**config.mk**
```make
export PLATFORM = sky130hd
export DESIGN_NAME = lru_buffer_cache_core
export DESIGN_NICKNAME = d
export VERILOG_FILES = /design/src/rtl/core/lbc_pkg.sv /design/src/rtl/core/lbc_min_tree.sv /design/src/rtl/core/lbc_ctrl.sv /design/src/rtl/core/lbc_datapath.sv /design/src/rtl/core/lru_buffer_cache_core.sv
export SDC_FILE = /design/constraint.sdc
export NUM_CORES = 2
export LEC_CHECK = 0
export ABC_CLOCK_PERIOD_IN_PS = 9700
export BUFFER_PORTS_ARGS = -buffer_cell sky130_fd_sc_hd__buf_2
export CAP_MARGIN = 20
export CORE_MARGIN = 2
export CORE_UTILIZATION = 39
export DETAILED_ROUTE_END_ITERATION = 8
export SLEW_MARGIN = 20
export SYNTH_ARGS = -nofsm -noshare
export SYNTH_HDL_FRONTEND = slang
export SYNTH_SLANG_ARGS = --single-unit
export TNS_END_PERCENT = 30
```
**constraint.sdc**
```tcl
create_clock -name clock -period 9.7 [get_ports clock]
set_input_delay 1.455 -clock clock [delete_from_list [all_inputs] [get_ports clock]]
set_output_delay 1.455 -clock clock [all_outputs]
set_load 0.01 [all_outputs]
```
**src/rtl/core/lbc_pkg.sv**
```systemverilog
// ----------------------------------------------------------------------------
// lbc_pkg
// Shared types and codes for the LRU buffer cache directory core.
// ----------------------------------------------------------------------------
package lbc_pkg;

   // default number of directory entries
   localparam int NUM_ENTRIES_DEF = 32;

   // request codes
   localparam logic [2:0] REQ_GET     = 3'd0;
   localparam logic [2:0] REQ_FILL    = 3'd1;
   localparam logic [2:0] REQ_RELEASE = 3'd2;
   localparam logic [2:0] REQ_PIN     = 3'd3;
   localparam logic [2:0] REQ_UNPIN   = 3'd4;

   // status codes
   localparam logic [1:0] STAT_OK     = 2'd0;
   localparam logic [1:0] STAT_NOFREE = 2'd1;
   localparam logic [1:0] STAT_COUNT  = 2'd2;

   // reference count ceiling
   localparam logic [7:0] COUNT_MAX = 8'hFF;

   // controller states
   typedef enum logic [1:0] {
      S_IDLE,
      S_SEARCH,
      S_PICK,
      S_COMMIT
   } lbc_state_type;

   // controller to datapath commands
   typedef struct packed {
      logic load;
      logic search;
      logic pick;
      logic commit;
   } lbc_cmd_type;

endpackage

```
**src/rtl/core/lbc_min_tree.sv**
```systemverilog
// ----------------------------------------------------------------------------
// lbc_min_tree
// Binary reduction tree that returns the candidate with the smallest key.
// ----------------------------------------------------------------------------
module lbc_min_tree import lbc_pkg::*; #(
   parameter int N  = NUM_ENTRIES_DEF,
   parameter int KW = $clog2(NUM_ENTRIES_DEF)
) (
   input  logic [N-1:0]         cand,
   input  logic [KW-1:0]        key [N],
   output logic                 found,
   output logic [$clog2(N)-1:0] index
);

   localparam int LV = $clog2(N);
   localparam int P  = 1 << LV;
   localparam int IW = $clog2(N);

   logic [P-1:0]  node_vld [LV+1];
   logic [KW-1:0] node_key [LV+1][P];
   logic [IW-1:0] node_idx [LV+1][P];

   // load leaves, pad the unused ones as empty
   for (genvar i = 0; i < P; i++) begin : g_leaf
      if (i < N) begin : g_real
         assign node_vld[0][i] = cand[i];
         assign node_key[0][i] = key[i];
         assign node_idx[0][i] = IW'(i);
      end else begin : g_pad
         assign node_vld[0][i] = 1'b0;
         assign node_key[0][i] = '0;
         assign node_idx[0][i] = '0;
      end
   end

   // reduce pairwise, keep the smaller valid key
   for (genvar l = 0; l < LV; l++) begin : g_lvl
      for (genvar j = 0; j < P; j++) begin : g_node
         if (j < (P >> (l + 1))) begin : g_live
            logic take_b;
            assign take_b = node_vld[l][2*j+1] &&
                            (!node_vld[l][2*j] ||
                             (node_key[l][2*j+1] < node_key[l][2*j]));
            assign node_vld[l+1][j] = node_vld[l][2*j] | node_vld[l][2*j+1];
            assign node_key[l+1][j] = take_b ? node_key[l][2*j+1] : node_key[l][2*j];
            assign node_idx[l+1][j] = take_b ? node_idx[l][2*j+1] : node_idx[l][2*j];
         end else begin : g_idle
            assign node_vld[l+1][j] = 1'b0;
            assign node_key[l+1][j] = '0;
            assign node_idx[l+1][j] = '0;
         end
      end
   end

   assign found = node_vld[LV][0];
   assign index = node_idx[LV][0];

endmodule

```
**src/rtl/core/lbc_ctrl.sv**
```systemverilog
// ----------------------------------------------------------------------------
// lbc_ctrl
// Request sequencer: load, search, pick and commit one request at a time.
// ----------------------------------------------------------------------------
module lbc_ctrl import lbc_pkg::*; (
   input  logic        clock,
   input  logic        reset,
   input  logic        start,
   output logic        busy,
   output lbc_cmd_type cmd
);

   lbc_state_type state_ff;
   lbc_state_type state_in;

   // hold state
   always_ff @(posedge clock) begin
      if (reset) begin
         state_ff <= S_IDLE;
      end else begin
         state_ff <= state_in;
      end
   end

   // next state
   always_comb begin
      state_in = state_ff;
      unique case (state_ff)
         S_IDLE: begin
            if (start) state_in = S_SEARCH;
         end
         S_SEARCH: state_in = S_PICK;
         S_PICK:   state_in = S_COMMIT;
         S_COMMIT: state_in = S_IDLE;
         default:  state_in = S_IDLE;
      endcase
   end

   // outputs
   always_comb begin
      cmd  = '0;
      busy = 1'b1;
      unique case (state_ff)
         S_IDLE: begin
            busy     = 1'b0;
            cmd.load = start;
         end
         S_SEARCH: cmd.search = 1'b1;
         S_PICK:   cmd.pick   = 1'b1;
         S_COMMIT: cmd.commit = 1'b1;
         default:  cmd = '0;
      endcase
   end

   // an accepted word always enters the search step
   a_accept_search: assert property (@(posedge clock) disable iff (reset)
      (start && !busy) |=> (state_ff == S_SEARCH))
      else $error("accepted word did not enter search");

   // commit follows pick, pick follows search
   a_pick_commit: assert property (@(posedge clock) disable iff (reset)
      cmd.pick |=> cmd.commit)
      else $error("pick not followed by commit");

   a_search_pick: assert property (@(posedge clock) disable iff (reset)
      cmd.search |=> cmd.pick)
      else $error("search not followed by pick");

   // at most one command at a time
   a_cmd_onehot: assert property (@(posedge clock) disable iff (reset)
      $onehot0({cmd.load, cmd.search, cmd.pick, cmd.commit}))
      else $error("overlapping commands");

endmodule

```
**src/rtl/core/lbc_datapath.sv**
```systemverilog
// ----------------------------------------------------------------------------
// lbc_datapath
// Directory storage, tag compare, LRU pick and entry update.
// ----------------------------------------------------------------------------
module lbc_datapath import lbc_pkg::*; #(
   parameter int NUM_ENTRIES = NUM_ENTRIES_DEF
) (
   input  logic        clock,
   input  logic        reset,
   input  lbc_cmd_type cmd,
   input  logic [2:0]  req_type,
   input  logic [7:0]  req_device,
   input  logic [31:0] req_block_number,
   input  logic [4:0]  req_entry_index,
   output logic        rsp_valid,
   output logic [4:0]  rsp_result_index,
   output logic        rsp_hit,
   output logic        rsp_need_read,
   output logic [7:0]  rsp_refcount_now,
   output logic [1:0]  rsp_status
);

   localparam int IW = $clog2(NUM_ENTRIES);
   localparam int AW = (IW > 5) ? IW : 5;

   // directory state
   logic [7:0]             tag_dev_ff [NUM_ENTRIES];
   logic [31:0]            tag_blk_ff [NUM_ENTRIES];
   logic [NUM_ENTRIES-1:0] valid_ff;
   logic [7:0]             count_ff   [NUM_ENTRIES];
   logic [IW-1:0]          rank_ff    [NUM_ENTRIES];

   // request word
   logic [2:0]  type_ff;
   logic [7:0]  dev_ff;
   logic [31:0] blk_ff;
   logic [4:0]  idx_ff;

   // search and pick stages
   logic [NUM_ENTRIES-1:0] cand_ff;
   logic [IW-1:0]          key_ff [NUM_ENTRIES];
   logic                   hit_ff;
   logic                   pick_found_ff;
   logic [IW-1:0]          pick_idx_ff;

   // result registers
   logic       rsp_valid_ff;
   logic [4:0] rsp_idx_ff;
   logic       rsp_hit_ff;
   logic       rsp_rd_ff;
   logic [7:0] rsp_cnt_ff;
   logic [1:0] rsp_st_ff;

   logic [NUM_ENTRIES-1:0] match;
   logic [NUM_ENTRIES-1:0] free;
   logic                   any_match;
   logic                   tree_found;
   logic [IW-1:0]          tree_idx;

   logic [AW-1:0] idx_ext;
   logic [AW-1:0] tgt_ext;
   logic [IW-1:0] tgt;
   logic          in_range;
   logic [7:0]    cur_cnt;
   logic          cur_valid;
   logic [IW-1:0] tgt_rank;

   logic          wr_tag;
   logic          wr_valid;
   logic          valid_val;
   logic          wr_count;
   logic [7:0]    count_val;
   logic          move_rank;
   logic [4:0]    r_idx;
   logic          r_hit;
   logic          r_rd;
   logic [7:0]    r_cnt;
   logic [1:0]    r_st;

   // capture request word
   always_ff @(posedge clock) begin
      if (cmd.load) begin
         type_ff <= req_type;
         dev_ff  <= req_device;
         blk_ff  <= req_block_number;
         idx_ff  <= req_entry_index;
      end
   end

   // compare tags and find free entries
   always_comb begin
      for (int i = 0; i < NUM_ENTRIES; i++) begin
         match[i] = (tag_dev_ff[i] == dev_ff) && (tag_blk_ff[i] == blk_ff);
         free[i]  = (count_ff[i] == 8'd0);
      end
   end

   assign any_match = |match;

   // hold candidates: most recent match, else least recent free entry
   always_ff @(posedge clock) begin
      if (cmd.search) begin
         hit_ff  <= any_match;
         cand_ff <= any_match ? match : free;
         for (int i = 0; i < NUM_ENTRIES; i++) begin
            key_ff[i] <= any_match ? rank_ff[i] : ~rank_ff[i];
         end
      end
   end

   lbc_min_tree #(
      .N  (NUM_ENTRIES),
      .KW (IW)
   ) u_tree (
      .cand  (cand_ff),
      .key   (key_ff),
      .found (tree_found),
      .index (tree_idx)
   );

   // hold pick result
   always_ff @(posedge clock) begin
      if (cmd.pick) begin
         pick_found_ff <= tree_found;
         pick_idx_ff   <= tree_idx;
      end
   end

   // select target entry
   assign idx_ext   = AW'(idx_ff);
   assign in_range  = (32'(idx_ff) < 32'(NUM_ENTRIES));
   assign tgt       = (type_ff == REQ_GET) ? pick_idx_ff : idx_ext[IW-1:0];
   assign tgt_ext   = AW'(tgt);
   assign cur_cnt   = count_ff[tgt];
   assign cur_valid = valid_ff[tgt];
   assign tgt_rank  = rank_ff[tgt];

   // decide update and result
   always_comb begin
      wr_tag    = 1'b0;
      wr_valid  = 1'b0;
      valid_val = 1'b0;
      wr_count  = 1'b0;
      count_val = cur_cnt;
      move_rank = 1'b0;
      r_idx     = '0;
      r_hit     = 1'b0;
      r_rd      = 1'b0;
      r_cnt     = '0;
      r_st      = STAT_OK;
      priority if (type_ff == REQ_GET) begin
         priority if (!pick_found_ff) begin
            r_st = STAT_NOFREE;
         end else if (hit_ff) begin
            r_idx = tgt_ext[4:0];
            r_hit = 1'b1;
            r_rd  = !cur_valid;
            if (cur_cnt == COUNT_MAX) begin
               r_st  = STAT_COUNT;
               r_cnt = cur_cnt;
            end else begin
               wr_count  = 1'b1;
               count_val = cur_cnt + 8'd1;
               r_cnt     = count_val;
            end
         end else begin
            wr_tag    = 1'b1;
            wr_valid  = 1'b1;
            valid_val = 1'b0;
            wr_count  = 1'b1;
            count_val = 8'd1;
            r_idx     = tgt_ext[4:0];
            r_rd      = 1'b1;
            r_cnt     = 8'd1;
         end
      end else if (type_ff > REQ_UNPIN) begin
         r_st = STAT_OK;
      end else if (!in_range) begin
         r_idx = idx_ff;
      end else begin
         r_idx = tgt_ext[4:0];
         unique case (type_ff)
            REQ_FILL: begin
               wr_valid  = 1'b1;
               valid_val = 1'b1;
               r_cnt     = cur_cnt;
            end
            REQ_PIN: begin
               if (cur_cnt == COUNT_MAX) begin
                  r_st  = STAT_COUNT;
                  r_cnt = cur_cnt;
               end else begin
                  wr_count  = 1'b1;
                  count_val = cur_cnt + 8'd1;
                  r_cnt     = count_val;
               end
            end
            default: begin
               // release and unpin
               if (cur_cnt == 8'd0) begin
                  r_st  = STAT_COUNT;
                  r_cnt = cur_cnt;
               end else begin
                  wr_count  = 1'b1;
                  count_val = cur_cnt - 8'd1;
                  r_cnt     = count_val;
                  move_rank = (type_ff == REQ_RELEASE) && (cur_cnt == 8'd1);
               end
            end
         endcase
      end
   end

   // update directory
   always_ff @(posedge clock) begin
      if (reset) begin
         valid_ff <= '0;
         for (int i = 0; i < NUM_ENTRIES; i++) begin
            tag_dev_ff[i] <= '0;
            tag_blk_ff[i] <= '0;
            count_ff[i]   <= '0;
            rank_ff[i]    <= IW'(NUM_ENTRIES - 1 - i);
         end
      end else if (cmd.commit) begin
         if (wr_tag) begin
            tag_dev_ff[tgt] <= dev_ff;
            tag_blk_ff[tgt] <= blk_ff;
         end
         if (wr_valid) valid_ff[tgt] <= valid_val;
         if (wr_count) count_ff[tgt] <= count_val;
         if (move_rank) begin
            // move target to most recent, age the more recent ones
            for (int i = 0; i < NUM_ENTRIES; i++) begin
               if (tgt == IW'(i)) begin
                  rank_ff[i] <= '0;
               end else if (rank_ff[i] < tgt_rank) begin
                  rank_ff[i] <= rank_ff[i] + IW'(1);
               end
            end
         end
      end
   end

   // strobe result word
   always_ff @(posedge clock) begin
      if (reset) begin
         rsp_valid_ff <= 1'b0;
      end else begin
         rsp_valid_ff <= cmd.commit;
      end
   end

   always_ff @(posedge clock) begin
      if (cmd.commit) begin
         rsp_idx_ff <= r_idx;
         rsp_hit_ff <= r_hit;
         rsp_rd_ff  <= r_rd;
         rsp_cnt_ff <= r_cnt;
         rsp_st_ff  <= r_st;
      end
   end

   assign rsp_valid        = rsp_valid_ff;
   assign rsp_result_index = rsp_idx_ff;
   assign rsp_hit          = rsp_hit_ff;
   assign rsp_need_read    = rsp_rd_ff;
   assign rsp_refcount_now = rsp_cnt_ff;
   assign rsp_status       = rsp_st_ff;

   // every commit produces exactly one result word
   a_commit_strobe: assert property (@(posedge clock) disable iff (reset)
      cmd.commit |=> rsp_valid_ff)
      else $error("commit without result strobe");

   // a miss that allocates always returns a fresh count of one
   a_miss_count: assert property (@(posedge clock) disable iff (reset)
      (cmd.commit && wr_tag) |=> (rsp_refcount_now == 8'd1 && rsp_need_read))
      else $error("allocation result wrong");

   // the picked entry of a hit really matches the request tag
   a_hit_match: assert property (@(posedge clock) disable iff (reset)
      (cmd.commit && type_ff == REQ_GET && hit_ff && pick_found_ff) |->
      (tag_dev_ff[tgt] == dev_ff && tag_blk_ff[tgt] == blk_ff))
      else $error("hit on non-matching entry");

endmodule

```
**src/rtl/core/lru_buffer_cache_core.sv**
```systemverilog
// ----------------------------------------------------------------------------
// lru_buffer_cache_core
// Buffer cache directory with LRU replacement: get, fill done, release,
// pin and unpin over a set of tagged, reference counted entries.
// ----------------------------------------------------------------------------
// Flow: an accepted request runs search, tree pick and commit in turn on the
// shared directory, and the result strobe is registered after commit. One
// request at a time: busy is high from accept until the end of commit.
// Reset: synchronous; all tags, valid bits and counts clear, ranks restart
// with entry 0 least recent. No clearing pass, requests are taken at once.
// The result strobe lasts one cycle; the receiver cannot stall it.
module lru_buffer_cache_core import lbc_pkg::*; #(
   parameter int NUM_ENTRIES = NUM_ENTRIES_DEF
) (
   input  logic        clock,
   input  logic        reset,
   input  logic        start,
   output logic        busy,
   input  logic [2:0]  req_type,
   input  logic [7:0]  req_device,
   input  logic [31:0] req_block_number,
   input  logic [4:0]  req_entry_index,
   output logic        rsp_valid,
   output logic [4:0]  rsp_result_index,
   output logic        rsp_hit,
   output logic        rsp_need_read,
   output logic [7:0]  rsp_refcount_now,
   output logic [1:0]  rsp_status
);

   lbc_cmd_type cmd;

   lbc_ctrl u_ctrl (
      .clock (clock),
      .reset (reset),
      .start (start),
      .busy  (busy),
      .cmd   (cmd)
   );

   lbc_datapath #(
      .NUM_ENTRIES (NUM_ENTRIES)
   ) u_datapath (
      .clock            (clock),
      .reset            (reset),
      .cmd              (cmd),
      .req_type         (req_type),
      .req_device       (req_device),
      .req_block_number (req_block_number),
      .req_entry_index  (req_entry_index),
      .rsp_valid        (rsp_valid),
      .rsp_result_index (rsp_result_index),
      .rsp_hit          (rsp_hit),
      .rsp_need_read    (rsp_need_read),
      .rsp_refcount_now (rsp_refcount_now),
      .rsp_status       (rsp_status)
   );

endmodule
```
==> metrics.md <==
| Metric | Value |
|---|---|
| Outcome | `completed` |
| Core Area | `268,000 µm²` |
| Die Ht | `523 µm` |
| Slowest library cell on the worst path | `o311ai_2` |
| Post-synthesis sequential area ratio | `56.8%` |
| Syn nets | `8,899` |
| Psw | `11,300 µW` |
| Final setup violation count | `0` |
| Vias in the first global route | `66,146` |
| Critical Path RT | `10.29 ns` |
| Critical Path Source Type | `register` |
| Syn Std Cell Area | `105,000 µm²` |
| Post-synthesis mux area share | `3.91%` |
| Clock transition at the registers of the reported paths | `0.06 ns` |
| Die ar. | `273,000 µm²` |
| Critical Path Fanout Max | `10` |
| Antenna viol nets, final | `0` |
| Avg Synthesized Cell Area | `12.2 µm²` |
| Tcrit/Tclk final | `93.7%` |
| Top post-synthesis cells by count | `edfxtp_1 (1,960), xnor2_1 (1,230), and2_1 (857)` |
| Nets@finish | `8,739` |
| Max-cap violations | `0` |
| Setup_tns | `0 ns` |
| Yosys warnings | `0` |
| Post-CTS Hold Buffers | `0` |
| DRT Pass-1 Iters | `8` |
| RSZ-0062 raised after global routing | `no` |
| Leak | `0.0418 µW` |
| Initial antenna violation count | `18` |
| Yosys top cell by area | `edfxtp_1` |
| Post-Route WL | `310,000 µm` |
| Cells after Synth | `8,565` |
| CP Class | `reg -> reg` |
| Hold Path Class | `reg -> reg` |
| DP HPWL | `187,000 µm` |
| CTS tree | `built` |
| Asr flop ratio synth | `0%` |
| Combinational family with the most area after synthesis | `simple AND/OR/NAND/NOR gates` |
| Hold Vio Cnt, Final | `0` |
| Starting Density | `39.2%` |
| DRT iter0 DRCs | `7,532` |
| Seq pwr share | `35.2%` |
| Dominant cell by count in the synthesized netlist | `edfxtp_1` |
| Power per cell area | `259 nW/µm²` |
| Root buf cell | `clkbuf_16` |
| Largest net degree at the start of global routing | `272` |
| Resized Gates After CTS | `0` |
| Max-slew headroom | `18.8%` |
| Clk_skew | `0.0507 ns` |
| Num CTS Buffers | `213` |
| Layout cells sized above 1 | `9.32%` |
| Distinct cell type count after synthesis | `87` |
| Post-synthesis adder-cell area fraction | `3.39%` |
| H-tree level count | `4` |
| Gr usage total | `22.3%` |
| Vias per Instance | `5.60` |
| Die width | `523 µm` |
| Worst path arrival time | `9.68 ns` |
| Xor/xnor share of the synthesized area | `12.9%` |
| Fmax | `0.110 GHz` |
| Yosys reg bits | `1,995` |
| GR Overflow Total | `0` |
| Fin crit period | `9.09 ns` |
| Post-synthesis simple-gate area fraction | `15.9%` |
| CTS Sinks | `1,995` |
| Top cell type's share of synthesized area | `56.1%` |
| Max incr delay on CP | `0.64 ns` |
| Clock share of power | `26.7%` |
| Internal power | `18,800 µW` |
| Post-synth EDFFs | `1,960` |
| Top-Level Pins | `70` |
| First-pass GRT wire length | `451,000 µm` |
| Slew @ Worst Pin | `1.21 ns` |
| Complex-gate fraction of the synthesized area | `4.31%` |
| Avg WL per Cell | `25.5 µm` |
| Crit. End Element | `register` |
| I/O Buffers | `69` |
| DR vias | `68,018` |
| Switching Fraction | `37.5%` |
| Area delta synth->final | `10.7%` |
| Gpl congestion | `0.929` |
| Skew-Pair Late Insertion Delay | `0.87 ns` |
| Post-synth top flop | `edfxtp_1` |
| Post-CTS setup buffers | `0` |
| Final Util | `43.4%` |
| Row cnt | `190` |
| Clock buffer depth | `3` |
| Logic pwr share | `38.0%` |
| Final slew viol count | `0` |
| Drt drc | `0` |
| Max IR drop VDD | `0.451 mV` |
| Top post-synthesis cells by area | `edfxtp_1 (56%), xnor2_1 (10%), and2_1 (5.1%)` |
[power by group through the flow]
| stage | Clock, µW | Sequential [µW] | Combinational [µW] |
|---|---|---|---|
| floorplan | 0 | 10700 | 7680 |
| global placement | 0 | 10800 | 11100 |
| detailed placement | 0 | 10800 | 11300 |
| CTS | 8170 | 10600 | 11400 |
| global route | 8490 | 10700 | 12400 |
| finish | 8050 | 10600 | 11500 |
[cell type report]
class / count / area, µm²
inverter: 135 / 507
tap: 3552 / 4440
fill: 24441 / 152000
clock inverter: 127 / 1200
multi-input combinational: 5826 / 42800
antenna: 5 / 12.5
sequential: 1995 / 59600
timing repair buffer: 234 / 2040
clock buffer: 263 / 5600
[kinds of logic (layout without fill, tap and decap cells)]
logic type	count (synthesis)	count (layout)
flip-flops	1995	1995
AND/OR/NAND/NOR	3029	3029
XOR/XNOR	1545	1545
other	0	5
adder cells (fa/ha/maj)	285	285
multiplexers	262	262
buffers and inverters	744	759
AO/OA/AOI/OAI	705	705
[registers in the layout, indices dropped and copies added (netlist names), 2 cells and up]
name,cells
u_datapath.tag_blk_ff,1024
u_datapath.count_ff,256
u_datapath.tag_dev_ff,256
u_datapath.key_ff,160
u_datapath.rank_ff,160
u_datapath.blk_ff,32
u_datapath.cand_ff,32
u_datapath.valid_ff,32
u_datapath.dev_ff,8
u_datapath.rsp_refcount_now,8
u_datapath.idx_ext,5
u_datapath.pick_idx_ff,5
u_datapath.rsp_result_index,5
u_datapath.type_ff,3
u_ctrl.state_ff,2
u_datapath.rsp_status,2
[placed cells by master, fill, tap and decap left out, types with 51 or more instances in the layout]
cell,synthesis,final
a21o_1,80,78
a21oi_1,191,191
and2_1,857,855
and3_1,479,479
buf_2,42,68
buf_4,14,129
clkbuf_16,0,216
clkinv_1,0,57
edfxtp_1,1960,1960
ha_1,283,282
inv_1,134,134
mux2i_1,112,108
mux4_2,112,112
nand2_1,307,306
nand2b_1,52,51
nand3_1,123,123
nand4_1,327,327
nor2_1,524,490
nor4_1,200,200
o21ai_0,176,176
xnor2_1,1230,1230
xor2_1,315,315
[per-layer routing]
layer | routed length, µm | global-route usage [%] | vias up | part of all wire (%)
met5 | 13 | 0 | - | 0.0042
met4 | 10400 | 7.22 | 2 | 3.4
met3 | 20500 | 2.99 | 515 | 6.6
met2 | 145000 | 36.4 | 2548 | 47
met1 | 134000 | 30.7 | 34464 | 43
li1 | - | - | 30489 | -
[per-stage QoR]
| step | area [µm²] | setup slack [ns] | hold slack [ns] | std cells | power, µW |
|---|---|---|---|---|---|
| after floorplan | 105000 | 1.61 | 0.431 | 8565 | 18400 |
| after global placement | 109000 | 0.775 | 0.445 | 11738 | 21800 |
| after detailed placement | 109000 | 0.733 | 0.454 | 11741 | 22100 |
| after CTS | 116000 | 0.737 | 0.468 | 12131 | 30200 |
| after global routing | 116000 | 0.0325 | 0.492 | 12133 | 31600 |
| final | 116000 | 0.614 | 0.462 | 12137 | 30100 |
[final timing paths]
path	startpoint	to	slack [ns]	cells past startpoint
worst min register to register	u_datapath.valid_ff[2]	u_datapath.valid_ff[2]	0.46	2
worst min-delay path	u_datapath.valid_ff[2]	u_datapath.valid_ff[2]	0.46	2
worst max register to register	u_datapath.key_ff[33]	u_datapath.pick_idx_ff[2]	0.61	37
worst max-delay path	u_datapath.key_ff[33]	u_datapath.pick_idx_ff[2]	0.61	37
[critical path: cells and delay by family (launching register included)]
family / cells / cell delay, ns
DFF: 1 / 0.40
AOI/OAI and AO/OA: 16 / 3.53
muxes: 4 / 1.38
buffers and inverters: 4 / 0.37
adders and majority gates: 6 / 1.80
and+or+nand+nor: 7 / 1.32
Note: power is estimated with default switching activity, not from simulation.
